## src/btc_pkg.sv

```systemverilog
// Package: types and constants shared by the backlight timeout controller.
`timescale 1ns / 1ps

package btc_pkg;

  localparam int unsigned TimeoutW = 31;
  localparam int unsigned LevelW   = 7;
  localparam int unsigned TimeW    = 32;
  localparam int unsigned ReqW     = 8;
  localparam int unsigned CfgIdxW  = 2;

  localparam logic [15:0] TimeoutTicks = 16'h0787;
  localparam logic [3:0]  TickMs       = 4'd8;
  localparam logic [TimeoutW-1:0] TimeoutReset = TimeoutW'(TimeoutTicks * TickMs);
  localparam logic [LevelW-1:0]   LevelMinReset     = 7'd1;
  localparam logic [LevelW-1:0]   LevelMaxReset     = 7'd100;
  localparam logic [LevelW-1:0]   LevelDefaultReset = 7'd100;

  typedef enum logic [2:0] {
    ACT_TICK     = 3'd0,
    ACT_ACTIVITY = 3'd1,
    ACT_FORCE    = 3'd2,
    ACT_RELEASE  = 3'd3,
    ACT_ALWAYS   = 3'd4,
    ACT_LEVEL    = 3'd5
  } action_e;

  typedef enum logic [CfgIdxW-1:0] {
    CFG_TIMEOUT       = 2'd0,
    CFG_LEVEL_MIN     = 2'd1,
    CFG_LEVEL_MAX     = 2'd2,
    CFG_LEVEL_DEFAULT = 2'd3
  } cfg_idx_e;

  typedef struct packed {
    logic [TimeoutW-1:0] timeout;
    logic [LevelW-1:0]   level_min;
    logic [LevelW-1:0]   level_max;
  } cfg_t;

  typedef struct packed {
    logic [TimeW-1:0]  deadline;
    logic              armed;
    logic              lit;
    logic              forced;
    logic              forced_value;
    logic              always_lit;
    logic [LevelW-1:0] level;
  } state_t;

  typedef struct packed {
    logic              light_on;
    logic [LevelW-1:0] duty;
    logic              accepted;
  } result_t;

endpackage

```

## src/btc_step.sv

```systemverilog
// Next-state and result logic for one event beat.
`timescale 1ns / 1ps

module btc_step (
  input  btc_pkg::state_t             state_i,
  input  btc_pkg::cfg_t               cfg_i,
  input  logic [2:0]                  action_i,
  input  logic [btc_pkg::TimeW-1:0]   now_ms_i,
  input  logic                        flag_value_i,
  input  logic [btc_pkg::ReqW-1:0]    new_level_i,
  output btc_pkg::state_t             state_o,
  output btc_pkg::result_t            result_o
);
  import btc_pkg::*;

  logic [TimeW-1:0] arm_deadline;
  logic [TimeW-1:0] since;
  logic             expired;
  logic             in_range;
  logic             accepted;

  assign arm_deadline = now_ms_i + {1'b0, cfg_i.timeout};
  assign since        = now_ms_i - state_i.deadline;
  assign expired      = ~since[TimeW-1];
  assign in_range     = (new_level_i >= {1'b0, cfg_i.level_min}) &&
                        (new_level_i <= {1'b0, cfg_i.level_max});

  always_comb begin
    state_o  = state_i;
    accepted = 1'b0;
    unique case (action_i)
      ACT_TICK: begin
        priority if (state_i.forced) begin
          state_o.lit = state_i.forced_value;
        end else if (state_i.always_lit) begin
          state_o.armed = 1'b0;
          state_o.lit   = 1'b1;
        end else if (state_i.armed && expired) begin
          state_o.armed = 1'b0;
          state_o.lit   = 1'b0;
        end
      end
      ACT_ACTIVITY: begin
        state_o.forced = 1'b0;
        state_o.lit    = 1'b1;
        if (state_i.always_lit) begin
          state_o.armed = 1'b0;
        end else begin
          state_o.armed    = 1'b1;
          state_o.deadline = arm_deadline;
        end
      end
      ACT_FORCE: begin
        state_o.forced       = 1'b1;
        state_o.forced_value = flag_value_i;
        state_o.armed        = 1'b0;
        state_o.lit          = flag_value_i;
      end
      ACT_RELEASE: begin
        if (state_i.forced) begin
          state_o.forced       = 1'b0;
          state_o.forced_value = 1'b0;
          state_o.lit          = 1'b1;
          if (state_i.always_lit) begin
            state_o.armed = 1'b0;
          end else begin
            state_o.armed    = 1'b1;
            state_o.deadline = arm_deadline;
          end
        end
      end
      ACT_ALWAYS: begin
        if (state_i.always_lit != flag_value_i) begin
          state_o.always_lit = flag_value_i;
          if (!state_i.forced) begin
            if (flag_value_i) begin
              state_o.armed = 1'b0;
              state_o.lit   = 1'b1;
            end else if (state_i.lit) begin
              state_o.armed    = 1'b1;
              state_o.deadline = arm_deadline;
            end
          end
        end
      end
      ACT_LEVEL: begin
        if (in_range) begin
          state_o.level = new_level_i[LevelW-1:0];
          accepted      = 1'b1;
        end
      end
      default: begin
      end
    endcase
  end

  assign result_o.light_on = state_o.lit;
  assign result_o.duty     = state_o.level;
  assign result_o.accepted = accepted;

endmodule

```

## src/btc_skid.sv

```systemverilog
// Output register with a skid stage for result beats.
`timescale 1ns / 1ps

module btc_skid (
  input  logic             clk_i,
  input  logic             rst_ni,
  input  logic             push_i,
  input  btc_pkg::result_t data_i,
  output logic             ready_o,
  output logic             valid_o,
  input  logic             ready_i,
  output btc_pkg::result_t data_o
);
  import btc_pkg::*;

  logic    out_v_q, out_v_d;
  logic    skid_v_q, skid_v_d;
  result_t out_q, out_d;
  result_t skid_q, skid_d;

  assign ready_o = ~skid_v_q;
  assign valid_o = out_v_q;
  assign data_o  = out_q;

  always_comb begin
    out_v_d  = out_v_q;
    skid_v_d = skid_v_q;
    out_d    = out_q;
    skid_d   = skid_q;
    if (!out_v_q || ready_i) begin
      if (skid_v_q) begin
        out_d    = skid_q;
        out_v_d  = 1'b1;
        skid_v_d = 1'b0;
      end else begin
        out_d   = data_i;
        out_v_d = push_i;
      end
    end else if (push_i) begin
      skid_d   = data_i;
      skid_v_d = 1'b1;
    end
  end

  always_ff @(posedge clk_i or negedge rst_ni) begin
    if (!rst_ni) begin
      out_v_q  <= 1'b0;
      skid_v_q <= 1'b0;
    end else begin
      out_v_q  <= out_v_d;
      skid_v_q <= skid_v_d;
    end
  end

  always_ff @(posedge clk_i) begin
    out_q  <= out_d;
    skid_q <= skid_d;
  end

`ifndef NO_ASSERTIONS
  a_skid_implies_out: assert property (@(posedge clk_i) disable iff (!rst_ni)
    skid_v_q |-> out_v_q)
    else $error("skid holds a beat while output stage is empty");
  a_stall_fills_skid: assert property (@(posedge clk_i) disable iff (!rst_ni)
    (push_i && ready_o && out_v_q && !ready_i) |=> skid_v_q)
    else $error("beat pushed during stall was not captured in skid");
  a_skid_drains: assert property (@(posedge clk_i) disable iff (!rst_ni)
    (skid_v_q && ready_i) |=> (!skid_v_q && out_v_q && out_q == $past(skid_q)))
    else $error("skid beat did not move to output stage");
`endif

endmodule

```

## src/backlight_timeout_controller_core.sv

```systemverilog
// Top level: backlight inactivity-timeout controller core.
// Latency: a result beat is valid the cycle after its event beat is accepted
// when the output register is free; a stalled output delays it further.
// Throughput: one event per cycle unless the skid is full (in_ready_o low);
// the state update is one add, subtract and compare between state and output registers.
// A two-entry output stage (register plus skid) keeps input ready while one result waits.
// Reset (async, active low) loads the register defaults, clears all flags and
// sets the level to the default level; no clearing pass.
`timescale 1ns / 1ps

module backlight_timeout_controller_core (
  input  logic                          clk_i,
  input  logic                          rst_ni,
  input  logic                          in_valid_i,
  output logic                          in_ready_o,
  input  logic [2:0]                    action_i,
  input  logic [btc_pkg::TimeW-1:0]     now_ms_i,
  input  logic                          flag_value_i,
  input  logic [btc_pkg::ReqW-1:0]      new_level_i,
  output logic                          out_valid_o,
  input  logic                          out_ready_i,
  output logic                          light_on_o,
  output logic [btc_pkg::LevelW-1:0]    duty_percent_o,
  output logic                          level_accepted_o,
  input  logic                          cfg_we_i,
  input  logic [btc_pkg::CfgIdxW-1:0]   cfg_index_i,
  input  logic [btc_pkg::TimeoutW-1:0]  cfg_data_i
);
  import btc_pkg::*;

  cfg_t              cfg_q, cfg_d;
  state_t            state_q, state_d;
  state_t            step_state;
  result_t           step_result;
  result_t           out_data;
  logic              accept;

  assign accept = in_valid_i & in_ready_o;

  btc_step u_step (
    .state_i      (state_q),
    .cfg_i        (cfg_q),
    .action_i     (action_i),
    .now_ms_i     (now_ms_i),
    .flag_value_i (flag_value_i),
    .new_level_i  (new_level_i),
    .state_o      (step_state),
    .result_o     (step_result)
  );

  // writing the default level loads the live level at once
  always_comb begin
    cfg_d   = cfg_q;
    state_d = accept ? step_state : state_q;
    if (cfg_we_i) begin
      unique case (cfg_idx_e'(cfg_index_i))
        CFG_TIMEOUT:       cfg_d.timeout   = cfg_data_i;
        CFG_LEVEL_MIN:     cfg_d.level_min = cfg_data_i[LevelW-1:0];
        CFG_LEVEL_MAX:     cfg_d.level_max = cfg_data_i[LevelW-1:0];
        CFG_LEVEL_DEFAULT: begin
          state_d.level = cfg_data_i[LevelW-1:0];
        end
        default: begin
        end
      endcase
    end
  end

  always_ff @(posedge clk_i or negedge rst_ni) begin
    if (!rst_ni) begin
      cfg_q.timeout   <= TimeoutReset;
      cfg_q.level_min <= LevelMinReset;
      cfg_q.level_max <= LevelMaxReset;
      state_q         <= '{deadline: '0, armed: 1'b0, lit: 1'b0, forced: 1'b0,
                           forced_value: 1'b0, always_lit: 1'b0,
                           level: LevelDefaultReset};
    end else begin
      cfg_q           <= cfg_d;
      state_q         <= state_d;
    end
  end

  btc_skid u_skid (
    .clk_i   (clk_i),
    .rst_ni  (rst_ni),
    .push_i  (accept),
    .data_i  (step_result),
    .ready_o (in_ready_o),
    .valid_o (out_valid_o),
    .ready_i (out_ready_i),
    .data_o  (out_data)
  );

  assign light_on_o       = out_data.light_on;
  assign duty_percent_o   = out_data.duty;
  assign level_accepted_o = out_data.accepted;

`ifndef NO_ASSERTIONS
  a_level_write: assert property (@(posedge clk_i) disable iff (!rst_ni)
    (accept && step_result.accepted) |=> (state_q.level == $past(new_level_i[LevelW-1:0])))
    else $error("accepted level was not stored");
  a_force_holds: assert property (@(posedge clk_i) disable iff (!rst_ni)
    (state_q.forced && !state_q.armed && accept && action_i == ACT_TICK) |=>
    (state_q.lit == $past(state_q.forced_value)))
    else $error("tick while forced did not keep forced value");
  a_out_hold: assert property (@(posedge clk_i) disable iff (!rst_ni)
    (out_valid_o && !out_ready_i) |=>
    (out_valid_o && $stable({light_on_o, duty_percent_o, level_accepted_o})))
    else $error("result beat changed while stalled");
`endif

endmodule
```

## config.mk

```make
export PLATFORM = sky130hd
export DESIGN_NAME = backlight_timeout_controller_core
export DESIGN_NICKNAME = d
export VERILOG_FILES = /design/src/btc_pkg.sv /design/src/btc_step.sv /design/src/btc_skid.sv /design/src/backlight_timeout_controller_core.sv
export SDC_FILE = /design/constraint.sdc
export NUM_CORES = 1
export LEC_CHECK = 0
export BUFFER_PORTS_ARGS = -buffer_cell sky130_fd_sc_hd__buf_2
export CAP_MARGIN = 25
export CORE_ASPECT_RATIO = 1.75
export CORE_MARGIN = 4
export CORE_UTILIZATION = 40
export DETAILED_ROUTE_END_ITERATION = 6
export PLACE_DENSITY = 0.66
export SYNTH_ARGS = -nofsm -noshare
export SYNTH_HDL_FRONTEND = slang
export SYNTH_SLANG_ARGS = --single-unit
export TNS_END_PERCENT = 30
```

## constraint.sdc

```tcl
create_clock -name clk_i -period 9 [get_ports clk_i]
set_input_delay 2.7 -clock clk_i [delete_from_list [all_inputs] [get_ports clk_i]]
set_output_delay 2.7 -clock clk_i [all_outputs]
set_load 0.005 [all_outputs]
```

==> results.toml, run 1 <==
[setup_path]
r2r.worst_path.cells = 11
arrival_ns = 5.41
crit_start = "now_ms_i[0]"
required_ns = 9.24
cp_num_buf_inv = 1
criticalPathCategory = "primary input to flop"
endpoint_kind = "flop"
cp_slowest_stage_delay_ns = 0.44
reg2reg_setup_slack_ns = 5.91
cpLargestDelayFamily = "compound AO/OA/AOI/OAI gates"
reg2reg_from = "cfg_q[14]$_DFFE_PN0P_"
worstPathCellList = "buf_2, ha_1, fa_1, a211oi_1, o21a_1, nor4_4, nor3_2, a31oi_4, a31o_1, a211oi_1, nor3_1, o31a_1"
cpMaxStageDelayCell = "fa_1"
r2r-end = "state_q[40]$_DFFE_PN0P_"
cpMostUsedCell = "a211oi_1"
crit_fanout = 4
critPathLaunchType = "primary input"

[timing]
grt_setup_unrepaired = "no"
fmax_ghz = 0.193
final_max_slew_viol_count = 0
setup_viol = 0
hold_ws_ns = 0.488
hold_viol_final = 0
relSlewSlack_pct = 32.5
fin_setup_tns_ns = 0
tightest_slew_ns = 1.01
period_minus_slack_ns = 5.17
fin_skew_ns = 0.00876
finalCritPeriodShare_pct = 57.5

[drt]
ant_nets = 0
wl_per_cell_um = 15.4
drc = 0
viasPerCell = 5.24
routed_wl_mm = 15.6
first_pass_iters = 6
drt_iter0_markers = 99
route.vias.total = 5278

[finish]
area_delta_synth_final_pct = 14.3
num_antenna_cells = 0
utilization_pct = 46.9
layout_common_cells = "buf_2 (91), dfrtp_1 (77), ha_1 (75), mux2_2 (63), inv_1 (55)"
final_layout_size_suffix_gt1_share_pct = 25.4
nets = 933
layout_commonest_cell = "buf_2"

[cts]
cts.sinks = 109
postCtsHoldBufs = 0
post_cts_buffers = 0
htree_levels = 3
tritoncts = "yes"
clock_tree.root_cell = "clkbuf_16"
cts_made_buffers = 9
cts_resized = 0
clock_latency_ns = 0.35
path_clk_slew_ns = 0.08
cts.path.max_buffers = 2

[power_and_ir_drop]
pwr_density_cell_mw_per_mm2 = 224
ir_drop_uv = 105
leakagePower_nw = 3.86

[floorplanning]
start_util_pct = 41.0
die_h_um = 183
row_count = 63
die_w_um = 108
io_pins = 93
dieArea_mm2 = 0.0198
core-area_mm2 = 0.0171

[global_routing]
grt_max_degree = 64
track_usage_pct = 16.4
grt_pass1_vias = 5542
grt_pass1_wl_mm = 25.8
grt.overflow.total = 0
grt_antenna_before_repair = 0

[synth]
syn-instance-count = 685
synth-main-ff-cell = "dfrtp_1"
synth_edf_count = 18
async_reset_ff_share_pct = 83.5
synth_cell_type_count = 64
ys_seq_area_share_pct = 40.4
synth_area_mm2 = 0.00701
ys_ff_latch = 109
avgSynthCellArea_um2 = 10.2
yosys_warnings = 0
synth_fp_nets = 843

[outcome]
status = "complete, no violations"

[place]
portBuffers = 92
place.gp.congestion = 0.836
dp_hpwl_mm = 12.5

[hold_path]
min_from = "state_q[21]$_DFFE_PN0P_"
whs_endpoint = "state_q[21]$_DFFE_PN0P_"
min_path_cells = 2
min_path_type = "flop to flop"

[flow_run]
maxCapViolations = 0
## flip-flops by register name, summed over array words and instances, names as in the netlist
signal           flops
cfg_q               45
state_q             44
u_skid.data_o        9
u_skid.skid_q        9
u_skid.skid_v_q      1
u_skid.valid_o       1
## routing by layer
metal  wire (um)  track usage, %  vias to the layer above
li1            -               -                     2643
met1        5680            16.7                     2510
met2        8950            32.9                       91
met3         480            2.25                       34
met4         439            6.12                        0
met5           0               0                        -
## cell type report
type                    count  area [um^2]
clock buffers               9          225
flip-flops and latches    109         2840
multi-input cells         505         3910
fillers                  1676         9090
repair buffers             95          485
inverters                  55          206
well taps                 227          284
clock inverters             7         65.1
## where the power goes
group / internal, mW / switching [mW]
combinational: 0.327 / 0.369
clock: 0.194 / 0.196
sequential: 0.643 / 0.0671
## cell usage after synthesis, types with 3 or more instances
cell	n	area, um^2
nand2_1	54	203
xor2_1	11	96.3
and2_1	3	18.8
dfstp_2	14	368
o21ai_1	39	195
nand3b_1	3	22.5
o21bai_1	4	30.0
nor2b_1	8	50.1
o31ai_1	5	37.5
nor2_1	31	116
mux2_2	63	709
o21a_1	3	22.5
mux2i_1	9	90.1
dfrtp_1	77	1930
edfxtp_1	18	541
a21o_1	30	225
a21oi_1	46	230
and3_1	7	43.8
ha_1	75	938
nand3_1	9	45.0
clkbuf_1	14	52.6
nand2b_1	11	68.8
o21ai_0	16	80.1
inv_1	55	206
xnor2_1	18	158
nand4_1	3	18.8
or3_1	3	18.8
a211oi_1	8	60.1
nor3_1	5	25.0
## metrics by stage
step	cell area, um^2	setup WS, ns	std cells	power (mW)
after floorplan	7010	3.83	685	1.23
after global placement	7720	3.46	991	1.41
after detailed placement	7720	3.44	991	1.43
after CTS	8020	3.81	1007	1.83
after global routing	8020	3.63	1007	1.96
final	8020	3.83	1007	1.80
## kinds of logic (layout without fill, tap and decap cells)
group / count (synthesis) / count (layout) / share of synthesized area (%)
buffers and inverters: 71 / 166 / 3.82
XOR/XNOR: 29 / 29 / 3.62
AND/OR/NAND/NOR: 147 / 147 / 10.4
adder cells (fa/ha/maj): 76 / 76 / 13.7
flip-flops: 109 / 109 / 40.4
AO/OA/AOI/OAI: 181 / 181 / 16.6
multiplexers: 72 / 72 / 11.4
## worst min-delay path, delay by kind of cell, from the launching register on
kind               cells  cell delay [ns]
AOI/OAI and AO/OA      1             0.06
DFF                    1             0.34
and+or+nand+nor        1             0.05
## worst max-delay path by stage
| stage | to | slack (ns) | cells after the start |
|---|---|---|---|
| floorplan | state_q[40]$_DFFE_PN0P_ | 3.83 | 11 |
| global placement | state_q[40]$_DFFE_PN0P_ | 3.46 | 12 |
| detailed placement | state_q[40]$_DFFE_PN0P_ | 3.44 | 12 |
| CTS | state_q[40]$_DFFE_PN0P_ | 3.81 | 12 |
| global route | state_q[40]$_DFFE_PN0P_ | 3.63 | 12 |
| finish | state_q[40]$_DFFE_PN0P_ | 3.83 | 12 |
No activity file was read; power rests on OpenSTA's default activity.
==> run 2, diff against run 1 <==
--- a/config.mk
+++ b/config.mk
@@ -5,13 +5,14 @@
 export SDC_FILE = /design/constraint.sdc
 export NUM_CORES = 1
 export LEC_CHECK = 0
+export ABC_AREA = 1
 export BUFFER_PORTS_ARGS = -buffer_cell sky130_fd_sc_hd__buf_2
 export CAP_MARGIN = 25
 export CORE_ASPECT_RATIO = 1.75
 export CORE_MARGIN = 4
 export CORE_UTILIZATION = 40
 export DETAILED_ROUTE_END_ITERATION = 6
-export PLACE_DENSITY = 0.66
+export PLACE_DENSITY = 0.68
 export SYNTH_ARGS = -nofsm -noshare
 export SYNTH_HDL_FRONTEND = slang
 export SYNTH_SLANG_ARGS = --single-unit
==> constraint.sdc (replaced) <==
create_clock -name clk_i -period 4.3 [get_ports clk_i]
set_input_delay 1.29 -clock clk_i [delete_from_list [all_inputs] [get_ports clk_i]]
set_output_delay 1.29 -clock clk_i [all_outputs]
set_load 0.005 [all_outputs]
==> run 2 against run 1 <==
  * Clock skew increased by 0.0026 ns
  * Sequential cell count unchanged
  * Clock-buffer cell count unchanged
  * Worst hold slack got worse by 0.0073 ns
  * Final cell count increased by 31%
  * Via count increased by 29%
  * Synthesized cell count increased by 44%
  * Synthesized area increased by 7.7%
  * Largest cell class unchanged
  * Largest power group is now combinational logic
  * Highest routed layer is now met5
==> results.toml, run 2 <==
[outcome]
status = "complete, no violations"

[finish]
num_antenna_cells = 0
seqCellArea_mm2 = 0.00284
largest_register_ffs = 45
multi_input_area_mm2 = 0.00410
layout_commonest_cell = "nand2_1"
area_delta_synth_final_pct = 14.2
regMostFlops = "cfg_q"
final_layout_size_suffix_gt1_share_pct = 16.2
nets = 1233
fill_cells = 1898
largestRegisters = "cfg_q x45, state_q x44"
layout_common_cells = "nand2_1 (241), inv_1 (136), buf_2 (91), o21ai_0 (82), dfrtp_1 (77)"

[drt]
drc = 0
first_pass_iters = 5
route.vias.total = 6822
wl_per_cell_um = 15.5
ant_nets = 0
wl_met3_mm = 1.05
drt_iter0_markers = 314
wl_met1_mm = 7.29
top_layer = "met5"
met2WireLength_mm = 10.8
routed_wl_mm = 20.4
viasPerCell = 5.18

[setup_path]
r2r-end = "u_skid.data_o[2]$_DFFE_PN_"
critPathLaunchType = "primary input"
r2r.worst_path.cells = 11
reg2reg_from = "cfg_q[5]$_DFFE_PN1P_"
crit_start = "now_ms_i[30]"
cpMaxStageDelayCell = "nor3b_1"
required_ns = 4.43
criticalPathCategory = "primary input to flop"
arrival_ns = 3.20
cpLargestDelayFamily = "simple AND/OR/NAND/NOR gates"
crit_fanout = 3
reg2reg_setup_slack_ns = 1.79
endpoint_kind = "flop"
cp_slowest_stage_delay_ns = 0.40
cp_num_buf_inv = 1
cpMostUsedCell = "nand2_1"
worstPathCellList = "buf_2, ha_1, nand2_1, nor2_1, nor3b_1, nor2b_1, nand2_1, nand3_1, nand3_1, nand2_1, nand2_1, nand2_1, nand3_1, nand2_1, nand2_1"

[cts]
cts.path.max_buffers = 2
htree_levels = 3
postCtsHoldBufs = 0
cts_made_buffers = 9
cts.sinks = 109
post_cts_buffers = 0
clock_latency_ns = 0.37
tritoncts = "yes"
clock_tree.root_cell = "clkbuf_16"
cts_resized = 0
path_clk_slew_ns = 0.08

[synth]
yosys-top-cells-count = "nand2_1 (241), inv_1 (136), o21ai_0 (82)"
synth-main-ff-cell = "dfrtp_1"
yosys.area.top_type = "dfrtp_1"
synth_edf_count = 18
ys_ff_latch = 109
async_reset_ff_share_pct = 83.5
syn-instance-count = 983
avgSynthCellArea_um2 = 7.68
ys_seq_area_share_pct = 37.6
synth.most_common_cell = "nand2_1"
synth_top_area_share_pct = 25.5
synth_area_mm2 = 0.00755
yosys_warnings = 0
synth_fp_nets = 1141
synth_cell_type_count = 50
netlist_top_cells_area = "dfrtp_1 (26%), ha_1 (12%), nand2_1 (12%), edfxtp_1 (7.2%), inv_1 (6.8%)"

[timing]
period_minus_slack_ns = 3.06
finalCritPeriodShare_pct = 71.2
fin_setup_tns_ns = 0
grt_setup_unrepaired = "no"
hold_viol_final = 0
fin_skew_ns = 0.0113
final_max_slew_viol_count = 0
setup_viol = 0
tightest_slew_ns = 0.767
fmax_ghz = 0.327
relSlewSlack_pct = 48.7
hold_ws_ns = 0.481
layout_setup_ws_ns = 1.24

[power_and_ir_drop]
pwr-share-seq_pct = 37.6
pwr_density_cell_mw_per_mm2 = 455
switchingPower_mw = 1.56
p_total_mw = 3.93
combPwrFrac_pct = 40.5
swShare_pct = 39.8
pwr-share-clk_pct = 21.9
ir_drop_uv = 227
leakagePower_nw = 4.38
intPower_mw = 2.36

[global_routing]
grt_pass1_vias = 6903
track_usage_pct = 19.5
grt_pass1_wl_mm = 32.9
grt_max_degree = 92
grt.overflow.total = 0
grt_antenna_before_repair = 1

[hold_path]
whs_endpoint = "state_q[11]$_DFFE_PN0P_"
min_path_cells = 2
min_path_type = "flop to flop"
min_from = "state_q[11]$_DFFE_PN0P_"

[floorplanning]
dieArea_mm2 = 0.0212
die_w_um = 112
row_count = 66
core-area_mm2 = 0.0186
die_h_um = 190
start_util_pct = 40.6
io_pins = 93

[place]
dp_hpwl_mm = 16.1
portBuffers = 92
place.gp.congestion = 0.944
place_ws_ns = 0.813

[flow_run]
maxCapViolations = 0
[run 2: cells by family after synthesis]
group,count (synthesis),synth area share [%]
buf+inv,160,8.22
flops,109,37.6
fa+ha+maj,76,12.7
compound gates,210,15.2
mux,24,3.58
xor+xnor,7,0.812
simple gates,397,21.9
[run 2: cell type report]
cell class                 instances  share of cell area [%]
multi-input combinational        714                    47.6
sequential                       109                    32.9
timing repair buffer             100                    6.45
inverter                         141                    6.14
tap                              238                    3.45
clock buffer                       9                    2.61
clock inverter                     7                   0.900
[run 2: worst max-delay path by stage]
stage          slack (ns)                    endpoint  depth (start not counted)
2_1_floorplan        1.26     state_q[28]$_DFFE_PN0P_                         11
3_3_place_gp         0.89  u_skid.data_o[5]$_DFFE_PN_                         11
3_5_place_dp         0.81  u_skid.data_o[5]$_DFFE_PN_                         11
4_1_cts              1.22  u_skid.data_o[5]$_DFFE_PN_                         11
5_1_grt              0.99  u_skid.data_o[2]$_DFFE_PN_                         11
6_report             1.24  u_skid.data_o[8]$_DFFE_PN_                         15
[run 2: per-stage QoR]
stage	std cells	util (%)	cell area, um^2
after global routing	1318	46.4	8620
after detailed placement	1301	44.6	8290
after CTS	1317	46.2	8590
final	1318	46.4	8620
after floorplan	983	-	7550
after global placement	1301	44.6	8290
[run 2: worst min-delay path, stage by stage (launching register included)]
cell and delay (ns):
dfrtp_1 0.36, nand2_1 0.05, nand2_1 0.04
[run 2: power by group through the flow]
stage | clock network [mW] | registers [mW] | logic, mW
after detailed placement | 0 | 1.50 | 1.59
after global routing | 0.924 | 1.50 | 1.84
after CTS | 0.877 | 1.48 | 1.60
after floorplan | 0 | 1.45 | 1.15
final | 0.860 | 1.47 | 1.59
after global placement | 0 | 1.49 | 1.56
[run 2: per-layer routing]
layer / track usage, % / vias to the layer above
li1: - / 3450
met5: 0 / -
met1: 19.5 / 3110
met4: 12.0 / 2
met3: 3.37 / 69
met2: 36.7 / 191
==> run 3, diff against run 2 <==
--- a/config.mk
+++ b/config.mk
@@ -12,7 +12,7 @@
 export CORE_MARGIN = 4
 export CORE_UTILIZATION = 40
 export DETAILED_ROUTE_END_ITERATION = 6
-export PLACE_DENSITY = 0.68
+export PLACE_DENSITY = 0.66
 export SYNTH_ARGS = -nofsm -noshare
 export SYNTH_HDL_FRONTEND = slang
 export SYNTH_SLANG_ARGS = --single-unit
==> constraint.sdc (replaced) <==
create_clock -name clk_i -period 2.9 [get_ports clk_i]
set_input_delay 0.87 -clock clk_i [delete_from_list [all_inputs] [get_ports clk_i]]
set_output_delay 0.87 -clock clk_i [all_outputs]
set_load 0.005 [all_outputs]
==> run 3 against run 2 <==
  * Combinational power is 55% higher
  * Highest routed layer is now met4
  * Worst hold slack worse by 0.016 ns
  * Critical path type unchanged
  * Wire length is 2.0% higher
==> results.toml, run 3 (synthesis gave the netlist of run 2 again) <==
[timing]
hold_ws_ns = 0.465
fin_setup_tns_ns = 0
tightest_slew_ns = 0.618
fin_skew_ns = 0.00748
hold_viol_final = 0
relSlewSlack_pct = 58.8
finalCritPeriodShare_pct = 86.8
grt_setup_unrepaired = "no"
fmax_ghz = 0.397
period_minus_slack_ns = 2.52
setup_viol = 0
final_max_slew_viol_count = 0

[place]
portBuffers = 92
place.gp.congestion = 0.922
dp_hpwl_mm = 16.5

[finish]
utilization_pct = 47.2
layout_common_cells = "nand2_1 (241), inv_1 (136), buf_2 (91), o21ai_0 (82), dfrtp_1 (77)"
num_antenna_cells = 0
largestRegisters = "cfg_q x45, state_q x44"
area_delta_synth_final_pct = 16.2
nets = 1258
final_layout_size_suffix_gt1_share_pct = 18.1
regMostFlops = "cfg_q"
layout_commonest_cell = "nand2_1"
largest_register_ffs = 45

[drt]
drc = 0
drt_iter0_markers = 278
viasPerCell = 5.09
route.vias.total = 6840
routed_wl_mm = 20.8
first_pass_iters = 4
ant_nets = 0
wl_per_cell_um = 15.5

[floorplanning]
row_count = 66
core-area_mm2 = 0.0186
io_pins = 93
start_util_pct = 40.6
dieArea_mm2 = 0.0212
die_h_um = 190
die_w_um = 112

[global_routing]
grt_pass1_vias = 7000
grt.overflow.total = 0
grt_max_degree = 40
grt_antenna_before_repair = 0
grt_pass1_wl_mm = 33.4
track_usage_pct = 20.0

[outcome]
status = "complete, no violations"

[setup_path]
arrival_ns = 2.65
crit_fanout = 3
cp_num_buf_inv = 1
criticalPathCategory = "primary input to flop"
worstPathCellList = "buf_2, ha_1, nand2_1, nor2_1, nor3b_1, nor2b_1, nand2_1, nand3_1, nand3_1, nand2_1, nand2_1, nand2_1, nand3_1, nand2_1, nand2_1"
cpLargestDelayFamily = "simple AND/OR/NAND/NOR gates"
cpMostUsedCell = "nand2_1"
required_ns = 3.03
cpMaxStageDelayCell = "nor3b_1"
critPathLaunchType = "primary input"
cp_slowest_stage_delay_ns = 0.33
endpoint_kind = "flop"

[cts]
tritoncts = "yes"
clock_latency_ns = 0.37
cts.path.max_buffers = 2
htree_levels = 3
post_cts_buffers = 0
cts_resized = 0
clock_tree.root_cell = "clkbuf_16"
path_clk_slew_ns = 0.08
cts_made_buffers = 9
cts.sinks = 109
postCtsHoldBufs = 0

[power_and_ir_drop]
pwr_density_cell_mw_per_mm2 = 672
leakagePower_nw = 4.48
ir_drop_uv = 339

[flow_run]
maxCapViolations = 0

[hold_path]
min_path_type = "primary input to async pin"
[run 3: per-stage QoR]
step,cells,area [um^2],worst slack [ns],power [mW]
floorplan,983,7550,0.279,3.85
global placement,1327,8480,0.0667,4.61
detailed placement,1327,8480,0.0180,4.67
CTS,1343,8770,0.402,5.94
global route,1343,8770,0.180,6.42
finish,1343,8770,0.384,5.90
[run 3: cell type report]
class	instances	area [um^2]
inverters	141	529
well taps	238	298
clock inverters	7	63.8
multi-input cells	714	4100
fillers	1857	9810
repair buffers	125	723
clock buffers	9	225
flip-flops and latches	109	2840
[run 3: worst paths after layout]
path	startpoint	end	slack (ns)	depth (start not counted)
max	now_ms_i[30]	u_skid.data_o[8]$_DFFE_PN_	0.38	15
min	rst_ni	cfg_q[12]$_DFFE_PN0P_	0.47	1
max reg2reg	state_q[42]$_DFFE_PN0P_	u_skid.data_o[8]$_DFFE_PN_	0.53	15
min reg2reg	state_q[11]$_DFFE_PN0P_	state_q[11]$_DFFE_PN0P_	0.48	2
max in group asynchronous	rst_ni	state_q[23]$_DFFE_PN0P_	1.73	2
min in group clk_i	state_q[11]$_DFFE_PN0P_	state_q[11]$_DFFE_PN0P_	0.48	2
[run 3: report_power, final]
part	switching (mW)	leakage [nW]	internal [mW]
clock network	0.644	0.137	0.605
registers	0.201	1.24	1.99
logic	1.49	3.11	0.975
total	2.33	4.48	3.57
[run 3: per-layer routing]
metal	vias to the layer above	track usage (%)	routed length, um
li1	3496	-	-
met1	3107	20.3	7560
met2	167	37.1	11100
met3	70	3.56	927
met4	0	12.4	1230
met5	-	0	0
